--- config.mk ---
export PLATFORM = sky130hd
export DESIGN_NAME = kct_topk
export DESIGN_NICKNAME = d
export VERILOG_FILES = /design/src/rtl/kct_pkg.sv /design/src/rtl/kct_cell.sv /design/src/rtl/kct_topk.sv
export SDC_FILE = /design/constraint.sdc
export NUM_CORES = 1
export LEC_CHECK = 0
export ABC_AREA = 1
export BUFFER_PORTS_ARGS = -buffer_cell sky130_fd_sc_hd__buf_2
export CORE_ASPECT_RATIO = 1.75
export CORE_UTILIZATION = 45
export DETAILED_ROUTE_END_ITERATION = 8
export GPL_TIMING_DRIVEN = 0
export PLACE_DENSITY = 0.66
export SLEW_MARGIN = 20
export SYNTH_ARGS = -nofsm -noshare
export SYNTH_HDL_FRONTEND = slang
export SYNTH_HIERARCHICAL = 1
export SYNTH_SLANG_ARGS = --single-unit
--- constraint.sdc ---
create_clock -name clk -period 5.3 [get_ports clk]
set_input_delay 1.59 -clock clk [delete_from_list [all_inputs] [get_ports clk]]
set_output_delay 1.59 -clock clk [all_outputs]
set_load 0.01 [all_outputs]
--- src/rtl/kct_pkg.sv ---
package kct_pkg;

    localparam int TOP_ROWS_DEF  = 11;
    localparam int MAX_SEQS_DEF  = 4096;
    localparam int SLOT_BITS_DEF = 26;

    localparam int CNT_W = 12;
    localparam logic [CNT_W-1:0] SEQ_COUNT_RST = 12'd4095;
    localparam logic [CNT_W-1:0] CNT_TOP       = 12'd4095;

    typedef enum logic [1:0] {
        KIND_TOP     = 2'd0,
        KIND_SUMMARY = 2'd1,
        KIND_BUCKET  = 2'd2
    } kind_t;

    // control shared by every cell of the ranking chain
    typedef struct packed {
        logic ins;
        logic shift;
    } chain_ctrl_t;

endpackage

--- src/rtl/kct_cell.sv ---
module kct_cell
    import kct_pkg::*;
#(
    parameter int SW = SLOT_BITS_DEF
)
(
    input  logic             clk,
    input  logic             rst_n,
    input  chain_ctrl_t      ctrl,
    input  logic [CNT_W-1:0] new_cnt,
    input  logic [SW-1:0]    new_slot,
    input  logic             prev_valid,
    input  logic [CNT_W-1:0] prev_cnt,
    input  logic [SW-1:0]    prev_slot,
    input  logic             prev_beats,
    input  logic             next_valid,
    input  logic [CNT_W-1:0] next_cnt,
    input  logic [SW-1:0]    next_slot,
    output logic             valid,
    output logic [CNT_W-1:0] cnt,
    output logic [SW-1:0]    slot,
    output logic             beats
);

    logic             valid_reg;
    logic [CNT_W-1:0] cnt_reg;
    logic [SW-1:0]    slot_reg;

    // new entry ranks ahead of this cell: cell empty, higher count, or equal count and lower slot
    assign beats = !valid_reg || (new_cnt > cnt_reg)
                   || ((new_cnt == cnt_reg) && (new_slot < slot_reg));

    always_ff @(posedge clk or negedge rst_n)
    begin
        if (!rst_n)
        begin
            valid_reg <= 1'b0;
        end
        else if (ctrl.shift)
        begin
            valid_reg <= next_valid;
        end
        else if (ctrl.ins && beats)
        begin
            valid_reg <= prev_beats ? prev_valid : 1'b1;
        end
    end

    always_ff @(posedge clk)
    begin
        if (ctrl.shift)
        begin
            cnt_reg  <= next_cnt;
            slot_reg <= next_slot;
        end
        else if (ctrl.ins && beats)
        begin
            // take the neighbour's entry when it is pushed down, else the new one
            cnt_reg  <= prev_beats ? prev_cnt  : new_cnt;
            slot_reg <= prev_beats ? prev_slot : new_slot;
        end
    end

    assign valid = valid_reg;
    assign cnt   = cnt_reg;
    assign slot  = slot_reg;

endmodule

--- src/rtl/kct_topk.sv ---
module kct_topk
    import kct_pkg::*;
#(
    parameter int ROWS = TOP_ROWS_DEF,
    parameter int SW   = SLOT_BITS_DEF
)
(
    input  logic             clk,
    input  logic             rst_n,
    input  chain_ctrl_t      ctrl,
    input  logic [CNT_W-1:0] new_cnt,
    input  logic [SW-1:0]    new_slot,
    output logic             head_valid,
    output logic [CNT_W-1:0] head_cnt,
    output logic [SW-1:0]    head_slot
);

    logic             c_valid [ROWS+1];
    logic [CNT_W-1:0] c_cnt   [ROWS+1];
    logic [SW-1:0]    c_slot  [ROWS+1];
    logic             c_beats [ROWS+1];

    // tail feeds an empty entry in on shift-out; head sees no beaten predecessor
    assign c_valid[ROWS] = 1'b0;
    assign c_cnt[ROWS]   = '0;
    assign c_slot[ROWS]  = '0;
    assign c_beats[ROWS] = 1'b0;

    for (genvar i = 0; i < ROWS; i++)
    begin : g_cell
        logic             pv;
        logic [CNT_W-1:0] pc;
        logic [SW-1:0]    ps;
        logic             pb;

        if (i == 0)
        begin : g_head
            assign pv = 1'b0;
            assign pc = '0;
            assign ps = '0;
            assign pb = 1'b0;
        end
        else
        begin : g_body
            assign pv = c_valid[i-1];
            assign pc = c_cnt[i-1];
            assign ps = c_slot[i-1];
            assign pb = c_beats[i-1];
        end

        kct_cell #(.SW(SW)) u_cell (
            .clk        (clk),
            .rst_n      (rst_n),
            .ctrl       (ctrl),
            .new_cnt    (new_cnt),
            .new_slot   (new_slot),
            .prev_valid (pv),
            .prev_cnt   (pc),
            .prev_slot  (ps),
            .prev_beats (pb),
            .next_valid (c_valid[i+1]),
            .next_cnt   (c_cnt[i+1]),
            .next_slot  (c_slot[i+1]),
            .valid      (c_valid[i]),
            .cnt        (c_cnt[i]),
            .slot       (c_slot[i]),
            .beats      (c_beats[i])
        );
    end

    assign head_valid = c_valid[0];
    assign head_cnt   = c_cnt[0];
    assign head_slot  = c_slot[0];

endmodule

# Word level (Yosys, flattened, before mapping)

Cells that the tools add are included.

Register bits: 429
Bits of input ports: 42
Output and inout port bits: 39
Logic and storage cells: 224

$lt $le $gt $ge: 22
Equal/unequal tests: 11
Mux-type cells: 92
Reductions and logical operators: 66

Operators with widths:

| operator            | number |
|---|---|
| $mux W26            | 30 |
| $mux W12            | 30 |
| $lt A26 B26 Y1      | 11 |
| $eq A12 B12 Y1      | 11 |
| $gt A12 B12 Y1      | 11 |
| $mux W1             | 32 |
| $logic_and A1 B1 Y1 | 22 |
| $logic_or A1 B1 Y1  | 22 |
| $reduce_bool A2 Y1  | 11 |
| $logic_not A1 Y1    | 11 |

# Longest topological paths before layout

Gate-level depths: netlist of run 1.

Depth in word-level cells: 6
Mapped depth: 17
Mapped depth without buffers: 16

# By module

Netlist of run 1, hierarchy kept.

By module, submodules not included:

| module   | times used | cells an instance | area an instance (um^2) | seq. area each (um^2) |
|---|---|---|---|---|
| kct_cell | 11         | 395               | 2991.6                  | 1166.1 |
| kct_topk | 1          | 1                 | 3.8                     | 0.0 |

# Least setup slack after synthesis of run 1

No wires, ideal clock.

Path type: in2reg
From: in new_cnt[11]
To: reg g_cell[0].u_cell.cnt_reg[0] (enable)
Setup time: 379 ps
Arrival: 3050 ps
Data required time: 4921 ps
Path slack: 1871 ps
Stages on the path: 10
Path buffers: 0
Cell sequence: ha_1 -> nand2_1 -> nor2_2 -> and2_4 -> nand2_2 -> nor2_2 -> nand3_1 -> nand2_2 -> nand2_2 -> nand2_2

RTL lines:

| element                | line           | RTL |
|---|---|---|
| start: declaration     | kct_topk.sv:11 | `input logic [CNT_W-1:0] new_cnt,` |
| end signal: assignment | kct_cell.sv:53 | `cnt_reg <= next_cnt;` |
| end signal: assignment | kct_cell.sv:59 | `cnt_reg <= prev_beats ? prev_cnt : new_cnt;` |
| end: declaration       | kct_cell.sv:26 | `logic [CNT_W-1:0] cnt_reg;` |

==> impl_metrics.ini, run 1 <==
[worst_setup_path]
crit_path_start_kind = input port
crit_type = input port to register
arrival_ns = 4.27
required_ns = 5.50
endpoint_kind = register
rrSetupSlack_ns = 2.31
timing.rr.start = g_cell[10].u_cell/slot[9]$_DFFE_PP_
path_max_fanout = 39
worstReg2RegEnd = g_cell[10].u_cell/slot[8]$_DFFE_PP_
rr_worst_depth = 10

[global_route]
grt_start_max_net_pins = 45
grt.total_usage_pct = 24.5
first_global_vias = 28400
grt_first_pass_wirelength_um = 142000
overflow = 0
antenna_found_initial = 0

[routing]
avgRoutedWirePerCell_um = 16.4
viasPerCell = 5.08
drt_iter0_drc = 1289
ant_nets = 0
first_pass_iters = 7
wirelength_um = 90100
drc = 13
vias = 28000

[yosys]
yosysSeqAreaShare_pct = 39.0
postSynthCellCount = 4346
synth_top_area_share_pct = 38.1
synth_seq_cells = 429
ys_types = 21
avgSynthCellArea_um2 = 7.57
yosysTopAreaCell = edfxtp_1
syn_area_um2 = 32900
ys_warn_count = 6
synthTopCellsByArea = edfxtp_1 38%, ha_1 15%, a21oi_1 15%

[die]
die-area_um2 = 74300
start_util_pct = 45.7
design.core.area_um2 = 72100
ios = 81
die_h_um = 360
row_count = 130
fp.dieW_um = 206

[cts]
cts_sinks = 429
clockBufferDepth = 3
path_clk_slew_ns = 0.06
clk_latency_ns = 0.58
cts_setup_buffers = 0
cts_tree = built
h-tree-depth = 2
cts_hold_buf = 0
cts_buffers = 44
clockRootBuffer = clkbuf_16
cts_resized = 0

[status]
violations = DRC
outcome = finished with violations

[hold_path]
hold_depth = 2
min_path_type = register to register
hold_end = g_cell[10].u_cell/valid$_DFFE_PN0P_
hold_path_startpoint = g_cell[10].u_cell/valid$_DFFE_PN0P_

[placement]
port_buffers = 80
post-dp-hpwl_um = 74400
place_congestion = 0.879
dpl-instance-area_um2 = 34800

[timing]
worst_pin_slew_ns = 1.10
rsz0062_at_grt = false
finalCritPeriodShare_pct = 76.7
max_slew_margin_pct = 26.7
min_period_ns = 4.06
setup-violations-final = 0
tns_ns = 0
report.final.hold_viol_count = 0
fmax_mhz = 246
fin_skew_ns = 0.0164
slew_viol_final = 0

[power]
ir_drop_mv = 0.290
p_leak_nw = 17.4
power_density_nw_per_um2 = 432

[cells_and_area]
post-route-util_pct = 50.0
fin_area_um2 = 36000
area.growth.synth_to_final_pct = 9.48
largest_reg_flops = 286
num_antenna_cells = 0
drive_gt1_share_pct = 5.72
nets = 5001

[job]
maxCapViolations = 0
[layout make-up]
cell class | count | area, um2
clock inverters | 10 | 52.6
clock buffers | 65 | 1210
well taps | 924 | 1160
plain buffers | 176 | 743
fillers | 7229 | 36000
multi-input cells | 3205 | 17300
flip-flops and latches | 429 | 12800
repair buffers | 80 | 400
inverters | 616 | 2310
[placed cells by master (no fill, tap or decap)]
master      count
nand2_1      1012
a21oi_1       957
inv_1         616
nor2_1        539
edfxtp_1      418
ha_1          407
buf_2         113
clkbuf_1      107
conb_1         81
nand3_1        55
clkbuf_16      45
buf_1          44
nand2_2        44
nor2_2         22
a21o_1         22
nand4_1        22
buf_4          11
and2_4         11
a21o_2         11
o21a_1         11
o21ai_0        11
dfrtp_1        11
clkinv_1        6
inv_6           2
clkinv_2        1
clkinvlp_4      1
clkbuf_8        1
[per-stage QoR]
step,cells,total power [mW],hold slack (ns),setup WS [ns]
floorplan,4426,10.6,0.499,1.87
global placement,5430,12.4,0.534,0.666
detailed placement,5430,12.7,0.529,0.645
CTS,5505,15.7,0.543,1.25
global route,5505,16.9,0.567,1.02
finish,5505,15.6,0.547,1.24
[routing by layer]
metal / part of all wire [%] / up-vias / GRT usage [%]
met5: 0 / - / 0
li1: - / 14600 / -
met3: 2.6 / 200 / 1.95
met2: 55 / 507 / 48.0
met4: 7.1 / 0 / 16.1
met1: 36 / 12700 / 23.5
[cells by family (layout without fill, tap and decap cells)]
group           after synthesis  count (layout)  synth area share (%)
fa+ha+maj                   407             407                  15.5
flops                       429             429                  39.0
compound gates             1012            1012                  15.8
buf+inv                     792             947                  9.28
simple gates               1705            1705                  20.5
other cells                   1              81                0.0114
[worst max path at each step]
stage | slack (ns) | cells past startpoint | endpoint | from
2_1_floorplan | 1.87 | 10 | g_cell[0].u_cell/cnt[0]$_DFFE_PP_ | new_cnt[11]
3_3_place_gp | 0.67 | 10 | g_cell[4].u_cell/slot[8]$_DFFE_PP_ | new_slot[9]
3_5_place_dp | 0.64 | 10 | g_cell[4].u_cell/slot[8]$_DFFE_PP_ | new_slot[9]
4_1_cts | 1.25 | 10 | g_cell[4].u_cell/slot[10]$_DFFE_PP_ | new_slot[9]
5_1_grt | 1.02 | 14 | g_cell[10].u_cell/cnt[2]$_DFFE_PP_ | new_cnt[11]
6_report | 1.24 | 10 | g_cell[10].u_cell/slot[8]$_DFFE_PP_ | new_slot[9]
[where the power goes]
part	switching (mW)	total, mW	internal (mW)
Combinational	4.16	6.44	2.27
Sequential	0.868	6.20	5.33
Clock	1.34	2.92	1.58
[cells in the mapped netlist]
library cell and n:
and2_4 11, buf_1 44, a21o_1 22, edfxtp_1 418
nand3_1 55, clkbuf_1 88, a21o_2 11, o21a_1 11
nand2_2 44, conb_1 1, nand2_1 1012, nor2_1 539
o21ai_0 11, a21oi_1 957, buf_4 11, nand4_1 22
inv_1 616, buf_2 33, dfrtp_1 11, nor2_2 22
ha_1 407
[worst max-delay path, stage by stage]
cell	delay, ns
buf_2	0.40
ha_1	0.34
a21o_1	0.21
nor2_1	0.43
nand3_1	0.15
nand2_1	0.08
nand3_1	0.12
nand2_2	0.10
nand2_2	0.06
nand2_2	0.75
No activity file was read; power rests on OpenSTA's default activity.
==> run 2, diff against run 1 <==
Settings changed: ABC_AREA 1 to 0, PLACE_DENSITY 0.66 to 0.68.
Clock period 5.3 ns to 3.57 ns, I/O delays scaled along.
==> impl_metrics.ini, run 2 <==
[yosys]
synthTopCellsByCount = 462 x o21ai_0, 440 x nand2_1, 418 x edfxtp_1, 418 x mux2i_1
ys_warn_count = 6
yosysMostFrequentCell = o21ai_0
synthTopCellsByArea = edfxtp_1 39%, ha_1 16%, mux2i_1 13%
synth_seq_cells = 429
async_reset_ff_share_pct = 2.56
yosysSeqAreaShare_pct = 40.0
synth_edf_count = 418
synth_top_area_share_pct = 39.2
ys_types = 34
avgSynthCellArea_um2 = 9.74
ys.flop_type = edfxtp_1
yosysTopAreaCell = edfxtp_1
postSynthCellCount = 3290
syn_area_um2 = 32000

[status]
outcome = finished with violations
violations = DRC, setup timing

[worst_setup_path]
path_max_fanout = 22
endpoint_kind = register
crit_path_start_kind = input port
rrSetupSlack_ns = 0.25
required_ns = 3.87
arrival_ns = 3.89
crit_type = input port to register

[timing]
slew_viol_final = 0
finalCritPeriodShare_pct = 100
min_period_ns = 3.59
fin_skew_ns = 0.0202
setup_slack_ns = -0.0167
worst_pin_slew_ns = 1.09
max_slew_margin_pct = 27.6
fmax_mhz = 279
setup-violations-final = 2
rsz0062_at_grt = true
fin_hold_ws_ns = 0.443
report.final.hold_viol_count = 0

[global_route]
first_global_vias = 26100
grt_start_max_net_pins = 39
overflow = 0
grt_first_pass_wirelength_um = 143000
grt.total_usage_pct = 25.3
antenna_found_initial = 3

[die]
start_util_pct = 45.4
design.core.area_um2 = 70500
die_h_um = 355
ios = 81
fp.dieW_um = 204
row_count = 129
die-area_um2 = 72300

[routing]
drc = 2
avgRoutedWirePerCell_um = 21.1
drt_iter0_drc = 2033
viasPerCell = 5.76
vias = 25900
wirelength_um = 94900
ant_nets = 0
first_pass_iters = 9

[cells_and_area]
largest_reg_flops = 286
multiInputGateArea_um2 = 18200
stdcell_count = 4497
nFillCells = 6386
regArea_um2 = 12800
final_common_cell = o21ai_0
area.growth.synth_to_final_pct = 14.7
drive_gt1_share_pct = 9.39
nets = 3993
layout_common_cells = 462 x o21ai_0, 440 x nand2_1, 418 x edfxtp_1, 408 x mux2i_1, 407 x inv_1

[placement]
dp_cells = 4366
post-dp-hpwl_um = 72100
place_congestion = 0.902
port_buffers = 79

[hold_path]
min_path_type = input port to async pin

[cts]
cts_hold_buf = 0
clk_latency_ns = 0.59
path_clk_slew_ns = 0.07
cts_tree = built
clockBufferDepth = 3
clockRootBuffer = clkbuf_16
cts_sinks = 429
cts_buffers = 43
h-tree-depth = 2

[power]
ir_drop_mv = 0.315
p_leak_nw = 17.6
power_density_nw_per_um2 = 645

[job]
maxCapViolations = 0
## run 2: cell types whose count changed after synthesis, sizes merged, moves of 33 or more
cell	before	now
mux2i	0	418
nand2	1056	440
a211oi	0	33
buf	88	44
o21ai	11	462
nor2	561	33
inv	616	407
a21oi	957	121
a21o	33	77
## run 2: per-layer routing
| metal | routed length, um | GRT usage, % |
|---|---|---|
| met2 | 52600 | 49.3 |
| met4 | 3360 | 10.7 |
| met1 | 35500 | 27.0 |
| met5 | 22 | 0 |
| met3 | 3430 | 2.51 |
## run 2: repair_timing
item                                    4_1_cts  5_1_grt
cloned                                        0        6
pin swaps                                     7       12
buffers inserted                              4       42
endpoints found under the setup margin      784      559
resized for setup                            80       87
## run 2: logic make-up (layout without fill, tap and decap cells)
| group | count (synthesis) | after routing | share of synthesized area (%) |
|---|---|---|---|
| AOI/OAI and AO/OA | 803 | 809 | 14.7 |
| adders and majority gates | 407 | 407 | 15.9 |
| buffers and inverters | 550 | 752 | 6.53 |
| DFF | 429 | 429 | 40.0 |
| muxes | 418 | 418 | 13.1 |
| other | 1 | 83 | 0.0117 |
| and+or+nand+nor | 682 | 682 | 9.71 |
## run 2: path summary, 6_finish.rpt
path | endpoint | cells after the start | startpoint
setup / recovery | g_cell[2].u_cell/cnt[0]$_DFFE_PP_ | 11 | new_slot[13]
hold / removal | g_cell[10].u_cell/valid$_DFFE_PN0P_ | 1 | rst_n
setup reg to reg | g_cell[8].u_cell/cnt[5]$_DFFE_PP_ | 10 | g_cell[7].u_cell/cnt[10]$_DFFE_PP_
hold reg to reg | g_cell[9].u_cell/cnt[5]$_DFFE_PP_ | 2 | g_cell[10].u_cell/cnt[5]$_DFFE_PP_
max in group asynchronous | g_cell[6].u_cell/valid$_DFFE_PN0P_ | 1 | rst_n
min in group clk | g_cell[9].u_cell/cnt[5]$_DFFE_PP_ | 2 | g_cell[10].u_cell/cnt[5]$_DFFE_PP_
## run 2: layout make-up
type,instances,area share (%)
antenna,2,0.0136
inverter,407,4.16
tap,917,3.12
timing repair buffer,125,2.27
clock buffer,57,3.19
clock inverter,22,0.617
sequential,429,34.9
multi-input combinational,2397,49.4
buffer,141,2.27
## run 2: critical path, stage by stage
cell,delay (ns)
buf_6,0.23
ha_1,0.29
and3_1,0.20
a221oi_1,0.45
nor4_1,0.13
or4_4,0.47
o211ai_4,0.31
buf_8,0.17
buf_6,0.17
mux2i_1,0.25
o21ai_0,0.11
## run 2: power by group
group / internal, mW / switching, mW
clock network: 2.67 / 2.11
logic: 4.30 / 5.11
registers: 7.69 / 1.79
total: 14.7 / 9.01
## run 2: stage by stage
step | setup slack [ns] | utilization [%] | cell area [um2] | TNS, ns | power (mW)
finish | -0.0167 | 52.1 | 36700 | -0.0240 | 23.7
floorplan | -0.0338 | - | 32500 | -11.92 | 15.0
CTS | -0.00909 | 50.8 | 35900 | -0.0427 | 23.0
global placement | -1.11 | 48.2 | 34000 | -720.68 | 17.6
detailed placement | -1.13 | 48.2 | 34000 | -748.44 | 18.0
global route | -0.0469 | 52.1 | 36700 | -2.11 | 25.1
